<file path="config.mk">
export PLATFORM = sky130hd
export DESIGN_NAME = firi_mac
export DESIGN_NICKNAME = d
export VERILOG_FILES = /design/src/hdl/firi_pkg.sv /design/src/hdl/firi_mac.sv
export SDC_FILE = /design/constraint.sdc
export NUM_CORES = 2
export LEC_CHECK = 0
export BUFFER_PORTS_ARGS = -buffer_cell sky130_fd_sc_hd__buf_2
export CORE_ASPECT_RATIO = 0.6
export CORE_MARGIN = 2
export CORE_UTILIZATION = 56
export CTS_CLUSTER_SIZE = 28
export DETAILED_ROUTE_END_ITERATION = 10
export PLACE_DENSITY = 0.82
export SYNTH_ARGS = -nofsm -noshare
export SYNTH_HDL_FRONTEND = slang
export SYNTH_SLANG_ARGS = --single-unit
</file>
<file path="constraint.sdc">
create_clock -name clk -period 9.31 [get_ports clk]
set_input_delay 2.793 -clock clk [delete_from_list [all_inputs] [get_ports clk]]
set_output_delay 2.793 -clock clk [all_outputs]
set_load 0.02 [all_outputs]
</file>
<file path="src/hdl/firi_pkg.sv">
`default_nettype none

package firi_pkg;

  localparam int MAX_TAPS_DEF     = 512;
  localparam int MAX_RATIO_DEF    = 16;
  localparam int SAMPLE_WIDTH_DEF = 24;
  localparam int COEF_WIDTH_DEF   = 18;

  localparam int RATIO_RST = 4;
  localparam int TAPS_RST  = 19;

  localparam int CFG_ADDR_W = 3;
  localparam int CFG_DATA_W = 32;

  localparam logic CFG_IDX_RATIO = 1'b0;
  localparam logic CFG_IDX_TAPS  = 1'b1;

  typedef enum logic [1:0] {
    ACT_LOAD   = 2'd0,
    ACT_SAMPLE = 2'd1,
    ACT_FLUSH  = 2'd2
  } action_t;

  typedef enum logic [2:0] {
    ST_CLEAR,
    ST_IDLE,
    ST_WRITE,
    ST_MAC,
    ST_DRAIN,
    ST_GAIN,
    ST_RESULT
  } state_t;

  typedef struct packed {
    logic acc_clr;
    logic rd_vld;
    logic gain_en;
  } mac_ctrl_t;

  typedef struct packed {
    logic prod_vld;
  } mac_stat_t;

endpackage

`default_nettype wire

</file>
<file path="src/hdl/firi_mac.sv">
`default_nettype none

module firi_mac #(
  parameter int MAX_TAPS     = firi_pkg::MAX_TAPS_DEF,
  parameter int MAX_RATIO    = firi_pkg::MAX_RATIO_DEF,
  parameter int SAMPLE_WIDTH = firi_pkg::SAMPLE_WIDTH_DEF,
  parameter int COEF_WIDTH   = firi_pkg::COEF_WIDTH_DEF
) (
  input  logic                           clk,
  input  logic                           rst_n,
  input  firi_pkg::mac_ctrl_t            ctrl,
  output firi_pkg::mac_stat_t            stat,
  input  logic signed [SAMPLE_WIDTH-1:0] dly_rd,
  input  logic signed [COEF_WIDTH-1:0]   coef_rd,
  output logic signed [SAMPLE_WIDTH-1:0] result
);
  import firi_pkg::*;

  localparam int PW    = SAMPLE_WIDTH + COEF_WIDTH;
  localparam int AW    = $clog2(MAX_TAPS);
  localparam int ACC_W = PW + AW;
  localparam int GW    = ACC_W + $clog2(MAX_RATIO + 1);
  localparam int SH    = COEF_WIDTH - 1;
  localparam int QW    = GW - SH;

  localparam logic signed [QW-1:0] SAT_HI = QW'((longint'(1) << (SAMPLE_WIDTH - 1)) - 1);
  localparam logic signed [QW-1:0] SAT_LO = QW'(-(longint'(1) << (SAMPLE_WIDTH - 1)));
  localparam logic [GW-1:0]        HALF   = GW'(1) << (SH - 1);

  logic signed [PW-1:0]    prod_r;
  logic                    prod_vld_r;
  logic signed [ACC_W-1:0] acc_r;
  logic signed [GW-1:0]    gain_r;
  logic signed [GW-1:0]    rnd;
  logic signed [QW-1:0]    q;

  always_ff @(posedge clk) begin
    if (!rst_n) begin
      prod_vld_r <= 1'b0;
    end else begin
      prod_vld_r <= ctrl.rd_vld;
    end
  end

  always_ff @(posedge clk) begin
    if (ctrl.rd_vld) begin
      prod_r <= PW'(dly_rd) * PW'(coef_rd);
    end
  end

  always_ff @(posedge clk) begin
    if (ctrl.acc_clr) begin
      acc_r  <= '0;
      gain_r <= '0;
    end else begin
      if (prod_vld_r) begin
        acc_r <= acc_r + ACC_W'(prod_r);
      end
      if (ctrl.gain_en) begin
        gain_r <= gain_r + GW'(acc_r);
      end
    end
  end

  // round half up, drop the Q1.17 fraction, clamp
  always_comb begin
    rnd = gain_r + HALF;
    q   = rnd[GW-1:SH];
    if (q > SAT_HI) begin
      result = SAT_HI[SAMPLE_WIDTH-1:0];
    end else if (q < SAT_LO) begin
      result = SAT_LO[SAMPLE_WIDTH-1:0];
    end else begin
      result = q[SAMPLE_WIDTH-1:0];
    end
  end

  assign stat.prod_vld = prod_vld_r;

endmodule

`default_nettype wire

</file>
==> impl_metrics.yaml <==
synthesis:
  yosys_most_used_dff: "dfxtp_1"
  synth_area_sq_um: 27400
  syn_inst: 3194
  synth_nets: 3879
  synth-seq-cells: 150
  yosys_warnings: 0
  yosysSeqAreaShare: 0.125
  syn-mean-instance-area_sq_um: 8.58
  synth_edf_count: 42
  ys_types: 85
  async_reset_ff_frac: 0
timing:
  rsz0062_at_grt: "no"
  maxSlewViolCount: 0
  final.setup.tns_ns: 0
  finalClockSkew_ns: 0.0145
  finalHoldViolations: 0
  fin_crit_sh: 0.957
  fin_crit_ns: 8.91
  setup_viol: 0
  max_slew_margin: 0.289
  tightestPinTransition_ns: 1.06
  fmax_mhz: 112
route:
  drt-initial-drc-count: 1720
  drc: 0
  drt-wirelength-per-cell_microns: 16.4
  ant_nets: 0
  drt_pass1_iterations: 6
  routed_wl_mm: 63.5
  via_per_inst: 5.65
  dr_total_vias: 21900
critical_path:
  cp-start-kind: "primary input"
  crit_required_ns: 9.51
  cpMostUsedCell: "fa_1"
  path_class: "primary input to flop"
  r2r-end: "acc_r[48]"
  cp-end-kind: "flop"
  r2r_cells: 13
  cp.arrival_ns: 9.11
  reg2reg_slack_ns: 4.96
  r2r_start: "acc_r[0]"
  worst_path_largest_cell_delay_ns: 0.54
  crit_chain: "buf_2 > buf_4 > and2_1 > fa_1 > inv_1 > fa_1 > fa_1 > inv_1 > fa_1 > fa_1 > inv_1 > fa_1 > inv_1 > ha_1 > nor2b_1 > o21bai_1 > a221oi_1 > o21ai_0 > a2111oi_2 > buf_4 > nor4_1 > o31a_1 > o31a_1"
  cp_max_fo: 13
  worst_path_max_delay_cell: "fa_1"
floorplanning:
  io_pins: 72
  start_util: 0.570
  core_area_sq_um: 48100
  die_h_microns: 175
  die_area_sq_um: 50800
  die_w_microns: 290
  placementRows: 62
placement:
  dp.final_hpwl_mm: 52.4
  io_buffers: 71
  dp.cells: 3843
  place.gp.congestion: 0.933
min_path:
  hp-start: "gain_r[11]"
  whs_endpoint: "gain_r[11]"
  hp-class: "flop to flop"
  hold_depth: 2
status:
  outcome: "finished, final reports clean"
run:
  cap_violations: 0
clocking:
  cts_setup_buffers: 0
  clock_tree.root_cell: "clkbuf_16"
  cts_sinks: 150
  cts_resized: 0
  clockBufferDepth: 2
  numCtsBuffers: 17
  clk_pin_slew_ns: 0.06
  cts_hold_buf: 0
  insertion_delay_ns: 0.45
  htree_levels: 4
  cts_tree: "built"
final_layout:
  nNetsFinal: 3907
  drive_gt1_frac: 0.0680
  nFillCells: 4107
  finish.utilization: 0.606
  final_cell_mix: "inv_1 (554), fa_1 (427), nand2_1 (369)"
  fin_cells: 3876
  area_growth_syn_to_layout_pct: 6.45
  final_common_cell: "inv_1"
global_route:
  gr-total-overflow: 0
  grt_pass1_vias: 22300
  grtUsageTotal: 0.265
  antenna_found_initial: 1
  grt_max_degree: 78
  grt_first_pass_wirelength_mm: 110
kinds of logic (layout without fill, tap and decap cells):
family | after synthesis | after routing | synth area share
AOI/OAI and AO/OA | 535 | 535 | 0.126
xor gates and xnor gates | 146 | 146 | 0.0467
adders and majority gates | 638 | 638 | 0.408
buffers and inverters | 696 | 737 | 0.0973
DFF | 150 | 150 | 0.125
muxes | 72 | 72 | 0.0263
other | 0 | 1 | 0
and+or+nand+nor | 957 | 957 | 0.170
worst max path at each step:
stage / startpoint / end / slack (ns) / cells after the start
2_1_floorplan: dly_rd[9] / prod_r[41] / 0.32 / 25
3_3_place_gp: dly_rd[8] / prod_r[40] / 0.09 / 24
3_5_place_dp: coef_rd[8] / prod_r[40] / -0.04 / 24
4_1_cts: coef_rd[8] / prod_r[40] / 0.41 / 24
5_1_grt: coef_rd[8] / prod_r[35] / 0.24 / 26
6_report: coef_rd[8] / prod_r[40] / 0.40 / 23
Yosys cell counts, drive strengths merged, types with 9 or more instances:
cell    count  area share
o21bai     30      0.0082
a211oi     20      0.0055
o21a       18      0.0049
o31ai      13      0.0037
o211ai     13      0.0037
inv       554       0.076
nor3b      15      0.0041
xnor2      98       0.031
nor2      179       0.025
and2      150       0.034
a21o       88       0.024
clkbuf    122       0.017
a31oi      33      0.0075
nor2b      21      0.0048
nand2     369       0.051
mux2i      71       0.026
or4        10      0.0027
a21oi     140       0.026
edfxtp     42       0.046
and3       24      0.0055
fa        427        0.31
xor2       48       0.015
o22ai       9      0.0021
nand4      25      0.0059
nand2b     34      0.0078
nand3      46      0.0084
o21ai     110       0.020
ha        211       0.096
or3         9      0.0021
buf        19      0.0040
nor3       32      0.0058
dfxtp     108       0.079
routing by layer:
metal | routed length (microns) | track usage | up-vias
met5 | 0 | 0 | -
li1 | - | - | 10400
met1 | 29200 | 0.384 | 10700
met4 | 1140 | 0.0566 | 0
met2 | 28100 | 0.412 | 777
met3 | 5090 | 0.0521 | 96
layout make-up:
cell class,instances,area (sq um),share of cell area
Sequential cell,150,3420,0.117
Inverter,554,2080,0.0713
Clock inverter,9,73.8,0.00253
Antenna cell,1,2.50,0.0000858
Tap cell,640,801,0.0275
Timing Repair Buffer,151,971,0.0333
Multi-Input combinational cell,2348,21300,0.731
Clock buffer,23,499,0.0171
critical path, delay by kind of cell:
| family | cells | cell delay, ns |
|---|---|---|
| AOI/OAI and AO/OA | 6 | 1.71 |
| buffers and inverters | 7 | 0.74 |
| and+or+nand+nor | 3 | 0.41 |
| adders and majority gates | 7 | 3.42 |
through the flow:
stage | worst slack (ns) | cell area, sq um | hold slack (ns)
2_1_floorplan | 0.316 | 27400 | 0.457
3_3_place_gp | 0.0864 | 28600 | 0.480
3_5_place_dp | -0.0374 | 28600 | 0.494
4_1_cts | 0.414 | 29200 | 0.509
5_1_grt | 0.236 | 29200 | 0.527
6_report | 0.400 | 29200 | 0.504
registers in the layout (all words and copies together), names as in the netlist:
register and count:
prod_r 42, acc_r 51, gain_r 56, stat 1
Power is not shown: default switching activity piles up to over one toggle a cycle in this logic, so the estimate is an artifact.
